[config.mk]
export PLATFORM = sky130hd
export DESIGN_NAME = windowed_detection_vote_fusion
export DESIGN_NICKNAME = d
export VERILOG_FILES = /design/src/rtl/wdvf_pkg.sv /design/src/rtl/windowed_detection_vote_fusion.sv /design/src/rtl/wdvf_ctrl.sv /design/src/rtl/wdvf_dp.sv
export SDC_FILE = /design/constraint.sdc
export NUM_CORES = 2
export LEC_CHECK = 0
export BUFFER_PORTS_ARGS = -buffer_cell sky130_fd_sc_hd__buf_2
export CORE_ASPECT_RATIO = 0.5
export CORE_UTILIZATION = 50
export CTS_CLUSTER_DIAMETER = 150
export DETAILED_ROUTE_END_ITERATION = 12
export HOLD_SLACK_MARGIN = 0.1
export PLACE_DENSITY = 0.65
export REMOVE_ABC_BUFFERS = 1
export SLEW_MARGIN = 10
export SYNTH_ARGS = -nofsm -noshare
export SYNTH_HDL_FRONTEND = slang
export SYNTH_SLANG_ARGS = --single-unit
[constraint.sdc]
create_clock -name i_clk -period 9.7 [get_ports i_clk]
set_clock_uncertainty 0.1 [all_clocks]
set_input_delay 0.97 -clock i_clk [delete_from_list [all_inputs] [get_ports i_clk]]
set_output_delay 0.97 -clock i_clk [all_outputs]
set_load 0.02 [all_outputs]
[src/rtl/wdvf_pkg.sv]
// ----------------------------------------------------------------------------
// wdvf_pkg
// Shared types and constants for the windowed detection vote fusion block.
// ----------------------------------------------------------------------------
package wdvf_pkg;

    localparam int CLASS_W = 4;
    localparam int CONF_W  = 8;
    localparam int TIME_W  = 32;
    localparam int CFG_IDX_W  = 3;
    localparam int CFG_DATA_W = 16;

    localparam logic [CFG_IDX_W-1:0] CFG_WINDOW_MS       = 3'd0;
    localparam logic [CFG_IDX_W-1:0] CFG_HIGH_VOTE_MIN   = 3'd1;
    localparam logic [CFG_IDX_W-1:0] CFG_HIGH_CONF_MIN   = 3'd2;
    localparam logic [CFG_IDX_W-1:0] CFG_MEDIUM_VOTE_MIN = 3'd3;
    localparam logic [CFG_IDX_W-1:0] CFG_MEDIUM_CONF_MIN = 3'd4;

    localparam logic       REQ_STORE     = 1'b0;
    localparam logic       REQ_CORRELATE = 1'b1;
    localparam logic [1:0] ALERT_LOW     = 2'd0;
    localparam logic [1:0] ALERT_MEDIUM  = 2'd1;
    localparam logic [1:0] ALERT_HIGH    = 2'd2;
    localparam logic [3:0] MEAN_MAX      = 4'd15;

    typedef struct packed {
        logic              req_type;
        logic [CLASS_W-1:0] det_class;
        logic [CONF_W-1:0] det_confidence;
        logic [TIME_W-1:0] now_ms;
    } t_in;

    typedef struct packed {
        logic       found_any;
        logic [5:0] participants;
        logic [3:0] top_class;
        logic [3:0] mean_confidence;
        logic [1:0] threat_level;
    } t_out;

    typedef struct packed {
        logic store;      // write ring entry from input data
        logic start;      // clear accumulators, load walk pointer
        logic walk;       // read/process ring entry
        logic scan;       // one vote counter compare
        logic div_start;
        logic div_step;
        logic finish;     // form result
    } t_cmd;

    typedef struct packed {
        logic walk_done;
        logic scan_done;
        logic div_done;
    } t_sts;

endpackage

[src/rtl/windowed_detection_vote_fusion.sv]
// ----------------------------------------------------------------------------
// windowed_detection_vote_fusion
// Stores detections in a ring and fuses recent ones into a class vote.
// ----------------------------------------------------------------------------
// A store item is written to the ring and gives no result. A correlate item
// holds the input stall through its whole run: a set-up step, the ring
// walk (n entries read, up to the fill count, one read port of the ring
// memory), a scan of the NUM_CLASSES (16) vote counters, the bit-serial
// mean divide (14 steps and a done check) and the load of the result
// register. One item is in work at a time; a finished result also waits
// in place while the previous result has not been taken.
module windowed_detection_vote_fusion #(
    parameter int RING_DEPTH  = 32,
    parameter int NUM_CLASSES = 16
) (
    input  logic                                  i_clk,
    input  logic                                  i_rst_n,
    input  logic                                  i_in_valid,
    output logic                                  o_in_stall,
    input  wdvf_pkg::t_in                         i_in_data,
    output logic                                  o_out_valid,
    input  logic                                  i_out_stall,
    output wdvf_pkg::t_out                        o_out_data,
    input  logic                                  i_cfg_valid,
    output logic                                  o_cfg_ready,
    input  logic [wdvf_pkg::CFG_IDX_W-1:0]        i_cfg_index,
    input  logic [wdvf_pkg::CFG_DATA_W-1:0]       i_cfg_data
);

    wdvf_pkg::t_cmd cmd;
    wdvf_pkg::t_sts sts;
    wdvf_pkg::t_in  r_item;
    wdvf_pkg::t_in  dp_item;
    logic           busy;
    logic           go;
    logic           r_out_valid;
    logic           out_free;

    logic [15:0] r_window_ms;
    logic [5:0]  r_high_vote_min;
    logic [3:0]  r_high_conf_min;
    logic [5:0]  r_medium_vote_min;
    logic [3:0]  r_medium_conf_min;

    assign o_in_stall  = busy;
    assign go          = i_in_valid && !busy;
    assign o_cfg_ready = 1'b1;
    assign out_free    = !r_out_valid || !i_out_stall;
    assign o_out_valid = r_out_valid;

    always_ff @(posedge i_clk) begin
        if (go) begin
            r_item <= i_in_data;
        end
    end

    always_ff @(posedge i_clk) begin
        if (!i_rst_n) begin
            r_out_valid <= 1'b0;
        end else if (cmd.finish) begin
            r_out_valid <= 1'b1;
        end else if (!i_out_stall) begin
            r_out_valid <= 1'b0;
        end
    end

    always_ff @(posedge i_clk) begin
        if (!i_rst_n) begin
            r_window_ms       <= 16'd5000;
            r_high_vote_min   <= 6'd3;
            r_high_conf_min   <= 4'd12;
            r_medium_vote_min <= 6'd2;
            r_medium_conf_min <= 4'd8;
        end else if (i_cfg_valid) begin
            unique case (i_cfg_index)
                wdvf_pkg::CFG_WINDOW_MS:       r_window_ms       <= i_cfg_data;
                wdvf_pkg::CFG_HIGH_VOTE_MIN:   r_high_vote_min   <= i_cfg_data[5:0];
                wdvf_pkg::CFG_HIGH_CONF_MIN:   r_high_conf_min   <= i_cfg_data[3:0];
                wdvf_pkg::CFG_MEDIUM_VOTE_MIN: r_medium_vote_min <= i_cfg_data[5:0];
                wdvf_pkg::CFG_MEDIUM_CONF_MIN: r_medium_conf_min <= i_cfg_data[3:0];
                default: ;
            endcase
        end
    end

    wdvf_ctrl u_ctrl (
        .i_clk      (i_clk),
        .i_rst_n    (i_rst_n),
        .i_go       (go),
        .i_req_type (i_in_data.req_type),
        .i_out_free (out_free),
        .i_sts      (sts),
        .o_cmd      (cmd),
        .o_busy     (busy)
    );

    always_comb begin
        dp_item = cmd.store ? i_in_data : r_item;
    end

    wdvf_dp #(
        .RING_DEPTH  (RING_DEPTH),
        .NUM_CLASSES (NUM_CLASSES)
    ) u_dp (
        .i_clk             (i_clk),
        .i_rst_n           (i_rst_n),
        .i_item            (dp_item),
        .i_cmd             (cmd),
        .i_window_ms       (r_window_ms),
        .i_high_vote_min   (r_high_vote_min),
        .i_high_conf_min   (r_high_conf_min),
        .i_medium_vote_min (r_medium_vote_min),
        .i_medium_conf_min (r_medium_conf_min),
        .o_sts             (sts),
        .o_result          (o_out_data)
    );

`ifndef SYNTHESIS
    a_out_from_finish: assert property (@(posedge i_clk) disable iff (!i_rst_n)
        $rose(r_out_valid) |-> $past(cmd.finish))
        else $error("result without finish");
    a_finish_room: assert property (@(posedge i_clk) disable iff (!i_rst_n)
        cmd.finish |-> out_free)
        else $error("result register overwritten");
    a_no_go_busy: assert property (@(posedge i_clk) disable iff (!i_rst_n)
        busy |-> !go)
        else $error("item accepted while busy");
`endif

endmodule

[src/rtl/wdvf_ctrl.sv]
// ----------------------------------------------------------------------------
// wdvf_ctrl
// Sequencer for store, ring walk, vote scan and mean divide.
// ----------------------------------------------------------------------------
module wdvf_ctrl (
    input  logic            i_clk,
    input  logic            i_rst_n,
    input  logic            i_go,
    input  logic            i_req_type,
    input  logic            i_out_free,
    input  wdvf_pkg::t_sts  i_sts,
    output wdvf_pkg::t_cmd  o_cmd,
    output logic            o_busy
);

    localparam logic [2:0] S_IDLE  = 3'd0;
    localparam logic [2:0] S_START = 3'd1;
    localparam logic [2:0] S_WALK  = 3'd2;
    localparam logic [2:0] S_SCAN  = 3'd3;
    localparam logic [2:0] S_DIV   = 3'd4;
    localparam logic [2:0] S_OUT   = 3'd5;

    logic [2:0] r_state, n_state;

    always_comb begin
        n_state = r_state;
        o_cmd   = '0;
        unique case (r_state)
            S_IDLE: begin
                if (i_go) begin
                    if (i_req_type == wdvf_pkg::REQ_STORE) begin
                        o_cmd.store = 1'b1;
                    end else begin
                        n_state = S_START;
                    end
                end
            end
            S_START: begin
                o_cmd.start = 1'b1;
                n_state = S_WALK;
            end
            S_WALK: begin
                if (i_sts.walk_done) begin
                    n_state = S_SCAN;
                end else begin
                    o_cmd.walk = 1'b1;
                end
            end
            S_SCAN: begin
                o_cmd.scan = 1'b1;
                if (i_sts.scan_done) begin
                    o_cmd.div_start = 1'b1;
                    n_state = S_DIV;
                end
            end
            S_DIV: begin
                o_cmd.div_step = 1'b1;
                if (i_sts.div_done) begin
                    n_state = S_OUT;
                end
            end
            S_OUT: begin
                if (i_out_free) begin
                    o_cmd.finish = 1'b1;
                    n_state = S_IDLE;
                end
            end
            default: n_state = S_IDLE;
        endcase
    end

    always_ff @(posedge i_clk) begin
        if (!i_rst_n) begin
            r_state <= S_IDLE;
        end else begin
            r_state <= n_state;
        end
    end

    assign o_busy = (r_state != S_IDLE);

`ifndef SYNTHESIS
    a_store_idle: assert property (@(posedge i_clk) disable iff (!i_rst_n)
        o_cmd.store |-> r_state == S_IDLE)
        else $error("store outside idle");
    a_start_walk: assert property (@(posedge i_clk) disable iff (!i_rst_n)
        o_cmd.start |=> r_state == S_WALK)
        else $error("start not followed by walk");
    a_finish_idle: assert property (@(posedge i_clk) disable iff (!i_rst_n)
        o_cmd.finish |=> r_state == S_IDLE)
        else $error("finish not followed by idle");
`endif

endmodule

[src/rtl/wdvf_dp.sv]
// ----------------------------------------------------------------------------
// wdvf_dp
// Ring memory, walk, vote counters, scan, serial divider and result forming.
// ----------------------------------------------------------------------------
module wdvf_dp #(
    parameter int RING_DEPTH  = 32,
    parameter int NUM_CLASSES = 16
) (
    input  logic            i_clk,
    input  logic            i_rst_n,
    input  wdvf_pkg::t_in   i_item,
    input  wdvf_pkg::t_cmd  i_cmd,
    input  logic [15:0]     i_window_ms,
    input  logic [5:0]      i_high_vote_min,
    input  logic [3:0]      i_high_conf_min,
    input  logic [5:0]      i_medium_vote_min,
    input  logic [3:0]      i_medium_conf_min,
    output wdvf_pkg::t_sts  o_sts,
    output wdvf_pkg::t_out  o_result
);

    localparam int PTR_W  = (RING_DEPTH > 1) ? $clog2(RING_DEPTH) : 1;
    localparam int CNT_W  = $clog2(RING_DEPTH + 1);
    localparam int CLS_W  = (NUM_CLASSES > 1) ? $clog2(NUM_CLASSES) : 1;
    localparam int SUM_W  = wdvf_pkg::CONF_W + CNT_W;
    localparam int ENT_W  = wdvf_pkg::CLASS_W + wdvf_pkg::CONF_W + wdvf_pkg::TIME_W;
    localparam logic [PTR_W-1:0] LAST_PTR   = PTR_W'(RING_DEPTH - 1);
    localparam logic [CLS_W-1:0] LAST_CLASS = CLS_W'(NUM_CLASSES - 1);
    localparam logic [CNT_W-1:0] DEPTH_CNT  = CNT_W'(RING_DEPTH);

    logic [ENT_W-1:0] r_mem [RING_DEPTH];
    logic [RING_DEPTH-1:0] r_used;
    logic [PTR_W-1:0] r_wp;
    logic [CNT_W-1:0] r_fill;

    logic [PTR_W-1:0] r_rp, n_rp;
    logic [CNT_W-1:0] r_left;
    logic             r_rd_vld;
    logic [PTR_W-1:0] r_rd_ptr;
    logic [ENT_W-1:0] r_rd_data;
    logic             r_stop;

    logic [CNT_W-1:0] r_votes [NUM_CLASSES];
    logic [CNT_W-1:0] r_count;
    logic [SUM_W-1:0] r_total;

    logic [CLS_W-1:0] r_scan_idx;
    logic [CLS_W-1:0] r_best;
    logic [CNT_W-1:0] r_best_votes;

    logic [SUM_W-1:0] r_rem;
    logic [SUM_W-1:0] r_quo;
    logic [$clog2(SUM_W+1)-1:0] r_div_cnt;

    logic [3:0]             e_cls;
    logic [7:0]             e_conf;
    logic [31:0]            e_age;
    logic                   e_in_window;
    logic                   e_count;
    logic                   walk_issue;
    logic [SUM_W:0]         rem_shift;
    logic [SUM_W:0]         rem_sub;
    logic [3:0]             mean_c;
    logic [1:0]             level;

    assign e_cls  = r_rd_data[ENT_W-1 -: 4];
    assign e_conf = r_rd_data[wdvf_pkg::TIME_W +: 8];
    assign e_age  = i_item.now_ms - r_rd_data[31:0];
    assign e_in_window = (e_age <= {16'd0, i_window_ms});
    assign e_count = r_rd_vld && !r_stop && e_in_window && !r_used[r_rd_ptr];

    assign walk_issue = i_cmd.walk && (r_left != '0) && !r_stop
                        && !(r_rd_vld && !e_in_window);

    assign n_rp = (r_rp == '0) ? LAST_PTR : r_rp - 1'b1;

    always_ff @(posedge i_clk) begin
        if (i_cmd.store) begin
            r_mem[r_wp] <= {i_item.det_class, i_item.det_confidence, i_item.now_ms};
        end
        if (walk_issue) begin
            r_rd_data <= r_mem[r_rp];
        end
    end

    always_ff @(posedge i_clk) begin
        if (!i_rst_n) begin
            r_wp     <= '0;
            r_fill   <= '0;
            r_rd_vld <= 1'b0;
            r_stop   <= 1'b0;
            r_left   <= '0;
        end else begin
            if (i_cmd.store) begin
                r_wp <= (r_wp == LAST_PTR) ? '0 : r_wp + 1'b1;
                if (r_fill != DEPTH_CNT) begin
                    r_fill <= r_fill + 1'b1;
                end
            end
            if (i_cmd.start) begin
                r_rp     <= (r_wp == '0) ? LAST_PTR : r_wp - 1'b1;
                r_left   <= r_fill;
                r_rd_vld <= 1'b0;
                r_stop   <= 1'b0;
            end else if (i_cmd.walk) begin
                if (r_rd_vld && !e_in_window) begin
                    r_stop <= 1'b1;
                end
                r_rd_vld <= walk_issue;
                r_rd_ptr <= r_rp;
                if (walk_issue) begin
                    r_rp   <= n_rp;
                    r_left <= r_left - 1'b1;
                end
            end
        end
    end

    always_ff @(posedge i_clk) begin
        if (!i_rst_n) begin
            r_used <= '0;
        end else begin
            if (i_cmd.store) begin
                r_used[r_wp] <= 1'b0;
            end
            if (i_cmd.walk && e_count) begin
                r_used[r_rd_ptr] <= 1'b1;
            end
        end
    end

    always_ff @(posedge i_clk) begin
        if (i_cmd.start) begin
            for (int k = 0; k < NUM_CLASSES; k++) begin
                r_votes[k] <= '0;
            end
            r_count <= '0;
            r_total <= '0;
        end else if (i_cmd.walk && e_count) begin
            if ({28'd0, e_cls} < NUM_CLASSES) begin
                r_votes[CLS_W'(e_cls)] <= r_votes[CLS_W'(e_cls)] + 1'b1;
            end
            r_count <= r_count + 1'b1;
            r_total <= r_total + SUM_W'(e_conf);
        end
    end

    assign o_sts.walk_done = !r_rd_vld && (r_stop || r_left == '0);
    assign o_sts.scan_done = (r_scan_idx == LAST_CLASS);
    assign o_sts.div_done  = (r_div_cnt == '0);

    always_ff @(posedge i_clk) begin
        if (i_cmd.start) begin
            r_scan_idx   <= '0;
            r_best       <= '0;
            r_best_votes <= '0;
        end else if (i_cmd.scan) begin
            if (r_votes[r_scan_idx] > r_best_votes) begin
                r_best_votes <= r_votes[r_scan_idx];
                r_best       <= r_scan_idx;
            end
            if (r_scan_idx != LAST_CLASS) begin
                r_scan_idx <= r_scan_idx + 1'b1;
            end
        end
    end

    assign rem_shift = {r_rem, r_quo[SUM_W-1]};
    assign rem_sub   = rem_shift - (SUM_W+1)'(r_count);

    always_ff @(posedge i_clk) begin
        if (i_cmd.div_start) begin
            r_rem     <= '0;
            r_quo     <= r_total;
            r_div_cnt <= ($clog2(SUM_W+1))'(SUM_W);
        end else if (i_cmd.div_step && r_div_cnt != '0) begin
            if (!rem_sub[SUM_W]) begin
                r_rem <= rem_sub[SUM_W-1:0];
                r_quo <= {r_quo[SUM_W-2:0], 1'b1};
            end else begin
                r_rem <= rem_shift[SUM_W-1:0];
                r_quo <= {r_quo[SUM_W-2:0], 1'b0};
            end
            r_div_cnt <= r_div_cnt - 1'b1;
        end
    end

    assign mean_c = (r_quo > SUM_W'(wdvf_pkg::MEAN_MAX)) ? wdvf_pkg::MEAN_MAX : r_quo[3:0];

    always_comb begin
        if (6'(r_best_votes) >= i_high_vote_min && mean_c >= i_high_conf_min) begin
            level = wdvf_pkg::ALERT_HIGH;
        end else if (6'(r_best_votes) >= i_medium_vote_min
                     && mean_c >= i_medium_conf_min) begin
            level = wdvf_pkg::ALERT_MEDIUM;
        end else begin
            level = wdvf_pkg::ALERT_LOW;
        end
    end

    always_ff @(posedge i_clk) begin
        if (i_cmd.finish) begin
            if (r_count == '0) begin
                o_result <= '0;
            end else begin
                o_result.found_any       <= 1'b1;
                o_result.participants    <= 6'(r_count);
                o_result.top_class       <= 4'(r_best);
                o_result.mean_confidence <= mean_c;
                o_result.threat_level    <= level;
            end
        end
    end

`ifndef SYNTHESIS
    a_fill_max: assert property (@(posedge i_clk) disable iff (!i_rst_n)
        r_fill <= DEPTH_CNT)
        else $error("fill count beyond depth");
    a_count_fill: assert property (@(posedge i_clk) disable iff (!i_rst_n)
        i_cmd.finish |-> r_count <= r_fill)
        else $error("participants exceed filled entries");
    a_best_count: assert property (@(posedge i_clk) disable iff (!i_rst_n)
        i_cmd.finish |-> r_best_votes <= r_count)
        else $error("winning votes exceed participants");
`endif

endmodule
# Word level (Yosys, flattened, before mapping)
# Memory sizes are Yosys's and may differ from the RTL's. A register that Yosys moved wholly into a read port is not among the register bits.
# Index checks and enable logic that the tools add are counted.
[word_totals]
ff_bits = 228
mem_bits_rw = 1504
input_bits = 69
elab_cells = 195
memories = 2
[classes]
n_addsub = 12
n_lt_le_gt_ge = 11
eq_ne = 20
mux = 59
bitwise = 5
n_reduce_logical = 54
[mem_list]
columns = ["name", "words", "width", "rd", "rd_clocked_by_memory_dff", "write_ports", "line", "rtl"]
rows = [
  ["u_dp.r_mem", 32, 44, 1, 1, 1, "wdvf_dp.sv:31", "logic [ENT_W-1:0] r_mem [RING_DEPTH];"],
  ["u_dp.r_votes", 16, 6, 2, 1, 16, "wdvf_dp.sv:43", "logic [CNT_W-1:0] r_votes [NUM_CLASSES];"],
]
[ops]
columns = ["cell", "count"]
rows = [
  ["$mux W32", 3],
  ["$mux W44", 1],
  ["$mux W14", 3],
  ["$and A32 B32 Y32", 1],
  ["$le A32 B16 Y1", 1],
  ["$not A32 Y32", 1],
  ["$or A32 B32 Y32", 1],
  ["$sub A32 B32 Y32", 1],
  ["$mux W5", 6],
  ["$mux W1", 25],
  ["$mux W6", 4],
  ["$reduce_and A2 Y1", 10],
  ["$add A6 B1 Y6 const B", 3],
  ["$mux W3", 6],
  ["$pmux W3 S6", 1],
  ["$mux W17", 1],
  ["$mux W4", 4],
  ["$logic_and A1 B1 Y1", 15],
  ["$sub A15 B6 Y15", 1],
  ["$add A14 B8 Y14", 1],
  ["$gt A14 B4 Y1 const B", 1],
  ["$eq A3 B2 Y1 const B", 4],
  ["$ge A6 B6 Y1", 2],
  ["$logic_not A6 Y1", 2],
  ["other kinds (34)", 63],
]

# Logic depth before layout (Yosys ltp)
[logic_depth]
word_depth = 16
ltp_mapped = 28
ltp_nobuf = 23

# Cells and area by module
# Synthesis repeated with hierarchy kept, for this count alone.
[hier_totals]
cells_unflattened = 3949
area_unflattened_um2 = 73975.9
[modules_own_cells]
columns = ["module", "n_inst", "cells_per_inst", "area_each_um2", "seq_area_each_um2"]
rows = [
  ["wdvf_dp", 1, 3667, 70273.6, 49857.8],
  ["windowed_detection_vote_fusion", 1, 246, 3397.0, 2092.0],
  ["wdvf_ctrl", 1, 36, 305.3, 60.1],
]

# Least setup slack after synthesis
# No wires, ideal clock.
[synth_timing]
path_type = "input-to-reg"
from = "input i_in_valid"
to = "register u_dp.r_rd_data[0] (read register of u_dp.r_mem), enable pin"
setup_ps = 398
t_arrival_ps = 7481
required_time_ps = 9202
setup_slack_ps = 1721
cell_stages = 22
path_cell_list = "or4b_4 > nor2_1 > clkbuf_1 > buf_1 > nand2_1 > nand2_1 > ha_1 > clkbuf_1 > a21oi_1 > o221ai_1 > or2_2 > a31oi_1 > xnor2_1 > ha_1 > nand4_1 > nor4_1 > a2111oi_0 > o211ai_1 > or4_1 > or4b_1 > and2_1 > inv_1"
[synth_rtl]
columns = ["item", "line", "rtl"]
rows = [
  ["from (decl)", "windowed_detection_vote_fusion.sv:18", "input logic i_in_valid,"],
  ["to (decl)", "wdvf_dp.sv:40", "logic [ENT_W-1:0] r_rd_data;"],
]

==> results.sh <==
export IMPL_timing_final_crit_share_pct=83.1
export IMPL_relSlewSlack_pct=14.1
export IMPL_ys_seq_elements=1780
export IMPL_core_um2=146000
export IMPL_synth_adder_area_share_pct=1.83
export IMPL_dpl_cell_area_um2=76800
export IMPL_grt_max_degree=129
export IMPL_worstSetupStartpointType="register"
export IMPL_synth_compound_area_share_pct=3.13
export IMPL_crit_required_ns=10.02
export IMPL_p_sw_uw=5750
export IMPL_swShare_pct=28.5
export IMPL_synthSimpleGateAreaFrac_pct=5.12
export IMPL_top_usage_layer="met2"
export IMPL_syn_avg_cell_area_um2=18.2
export IMPL_nNetsFinal=4349
export IMPL_critPathCaptureType="register"
export IMPL_intPower_uw=14400
export IMPL_grt_first_pass_wirelength_mm=271
export IMPL_dpl_hpwl_mm=107
export IMPL_cts_buffers=157
export IMPL_async_flop_share_pct=0
export IMPL_period_needed_ns=8.06
export IMPL_antenna_found_initial=10
export IMPL_drt_iter0_drc=5446
export IMPL_cts_root_buf="clkbuf_16"
export IMPL_cts_tree="yes"
export IMPL_initial_core_util_pct=50.4
export IMPL_worstPathMaxFanout=33
export IMPL_routed_wl_mm=191
export IMPL_rr_endpoint="u_dp.r_rp[0]"
export IMPL_hold_ws_ns=0.254
export IMPL_hold_path_class="input pin to register"
export IMPL_ff2ff_path_depth=20
export IMPL_outcome="finished, final reports clean"
export IMPL_use_met2_pct=38.9
export IMPL_pwr_share_clk_pct=30.5
export IMPL_cts_setup_buffers=0
export IMPL_synth_top_area_share_pct=66.7
export IMPL_critPathKind="register to register"
export IMPL_synth_xor_area_share_pct=0.703
export IMPL_critPathArrivalTime_ns=8.38
export IMPL_r2r_start="u_ctrl.r_state[1]"
export IMPL_hold_end="r_item[29]"
export IMPL_cts_buffer_depth=3
export IMPL_maxSlewViolCount=0
export IMPL_first_global_vias=38900
export IMPL_first_pass_iters=5
export IMPL_design_die_area_um2=149000
export IMPL_grt_use_met3_pct=7.22
export IMPL_seqPwrFrac_pct=46.9
export IMPL_yosys_area_top_type="edfxtp_1"
export IMPL_drc=0
export IMPL_postRouteAntennaNets=0
export IMPL_gr_usage_met1_pct=37.4
export IMPL_grt_setup_unrepaired="no"
export IMPL_htreeDepth=4
export IMPL_ctsHoldBuffers=0
export IMPL_clock_latency_ns=0.80
export IMPL_final_hold_viol_count=0
export IMPL_synth_common_cells="edfxtp_1 (1633), mux4_2 (508), nand2_1 (333), nor2_1 (181), clkbuf_1 (148)"
export IMPL_grt_usage_pct=25.9
export IMPL_vias=39600
export IMPL_routed_via_density=6.31
export IMPL_synthMostInstantiatedCell="edfxtp_1"
export IMPL_cap_violations=0
export IMPL_fmax_mhz=124
export IMPL_setup_viol=0
export IMPL_final_area_um2=81800
export IMPL_wire_per_inst_um=30.4
export IMPL_clk_pin_slew_ns=0.06
export IMPL_synth_edff_count=1633
export IMPL_ys_types=79
export IMPL_worst_slew_pin_slew_ns=1.29
export IMPL_area_growth_pct=11.2
export IMPL_io_buffers=87
export IMPL_synth_area_um2=73500
export IMPL_die_w_um=544
export IMPL_syn_inst=4035
export IMPL_synth_ff_type="edfxtp_1"
export IMPL_die_h_um=273
export IMPL_synth_top_family_by_area="multiplexers"
export IMPL_rows=99
export IMPL_cts_repair_resized=0
export IMPL_place_gp_congestion=0.892
export IMPL_powerDensity_nw_per_um2=246
export IMPL_ys_seq_area_share_pct=70.7
export IMPL_synth_area_top_cells="edfxtp_1 (67%), mux4_2 (16%), dfxtp_1 (4.0%)"
export IMPL_clock_sinks=1780
export IMPL_p_leak_uw=0.0266
export IMPL_drive_gt1_share_pct=23.8
export IMPL_p_comb_share_pct=22.7
export IMPL_r2r_slack_ns=1.64
export IMPL_peakVddDrop_uv=147
export IMPL_synthMuxAreaShare_pct=16.8
export IMPL_hold_depth=1
export IMPL_ys_warn_count=0
export IMPL_grt_overflow=0
export IMPL_min_from="i_in_data[29]"
export IMPL_ios=89
## cell usage in the layout, fill, tap and decap left out, types with 78 or more instances in the layout
cell	synthesis	layout
a21oi_1	79	78
buf_2	11	87
buf_4	1	98
clkbuf_16	0	158
dfxtp_1	147	147
edfxtp_1	1633	1633
ha_1	103	103
inv_1	110	108
mux4_2	508	508
nand2_1	333	332
nor2_1	181	148
o21ai_0	101	101
## registers in the layout, summed over array words and instances, names as in the netlist, 5 cells and up, named ones only
signal	count
r_high_vote_min	6
u_dp.r_total	14
u_dp.r_votes	96
u_dp.r_left	6
u_dp.r_quo	14
u_dp.o_result	17
u_dp.r_count	6
u_dp.r_rem	14
u_dp.r_mem	1408
u_dp.r_wp	5
u_dp.r_best_votes	6
u_dp.r_rp	5
r_medium_vote_min	6
u_dp.r_rd_data	44
u_dp.r_rd_ptr	5
u_dp.r_used	32
u_dp.r_fill	6
r_window_ms	16
r_item	44
## per-stage QoR
| stage | worst slack [ns] | total power (uW) | utilization [%] | cells | setup TNS (ns) |
|---|---|---|---|---|---|
| after floorplan | -5.85 | 13400 | - | 3820 | -346.12 |
| after global placement | 1.32 | 14000 | 52.6 | 5983 | 0 |
| after detailed placement | 1.12 | 14100 | 52.6 | 5983 | 0 |
| after CTS | 1.62 | 20200 | 56.0 | 6272 | 0 |
| after global routing | 1.18 | 20900 | 56.0 | 6274 | 0 |
| final | 1.64 | 20100 | 56.0 | 6274 | 0 |
## how the worst max path moves through the flow
stage	from	to	slack, ns	cells after the start
final	u_ctrl.r_state[1]	u_dp.r_rp[0]	1.64	20
after detailed placement	i_in_valid	u_dp.r_rp[0]	1.12	18
after global routing	u_ctrl.r_state[1]	u_dp.r_rp[1]	1.18	20
after global placement	i_in_valid	u_dp.r_rp[0]	1.32	18
after floorplan	u_dp.r_rp[0]	u_dp.r_rd_ptr[0]	-5.85	0
after CTS	u_ctrl.r_state[1]	u_dp.r_rp[1]	1.62	17
## cell type report
type / count / area [um2]
antenna: 1 / 2.50
clock buffer: 192 / 4090
clock inverter: 97 / 872
fill: 11000 / 64100
inverter: 110 / 413
multi-input combinational: 1930 / 20600
sequential: 1780 / 52000
tap: 1969 / 2460
timing repair buffer: 195 / 1370
## routing by layer
metal / share of wire, % / up-vias / routed length (um)
li1: - / 16400 / -
met3: 11 / 265 / 21500
met5: 0.015 / - / 28
met1: 41 / 20800 / 78100
met4: 2.4 / 4 / 4580
met2: 45 / 2100 / 86600
## power by group through the flow
stage	clock [uW]	combinational [uW]	sequential, uW
after CTS	6210	4540	9430
after global routing	6510	4900	9460
final	6130	4570	9430
after floorplan	0	3520	9880
after global placement	0	4450	9580
after detailed placement	0	4520	9600
## critical path, stage by stage, from the launching register on
cell and delay, ns:
dfxtp_1 0.47, or4b_4 0.67, or2_2 0.60, nand2_1 0.17
nand2_1 0.59, ha_1 0.73, nand4_1 0.21, nor2_1 0.19
a22oi_1 0.11, nor2b_1 0.19, xnor2_1 0.15, ha_1 0.30
nand4_1 0.11, nor4_1 0.38, inv_1 0.08, nor3_1 0.33
o211ai_1 0.13, or4_1 0.67, or4b_1 0.63, and2_1 0.25
a21boi_0 0.59
## logic make-up (layout without fill, tap and decap cells)
logic type,count (synthesis),after routing
mux,594,594
flops,1780,1780
buf+inv,325,594
xor+xnor,59,59
other cells,1,2
simple gates,809,809
fa+ha+maj,106,106
compound gates,361,361
No activity file was read; power rests on OpenSTA's default activity.
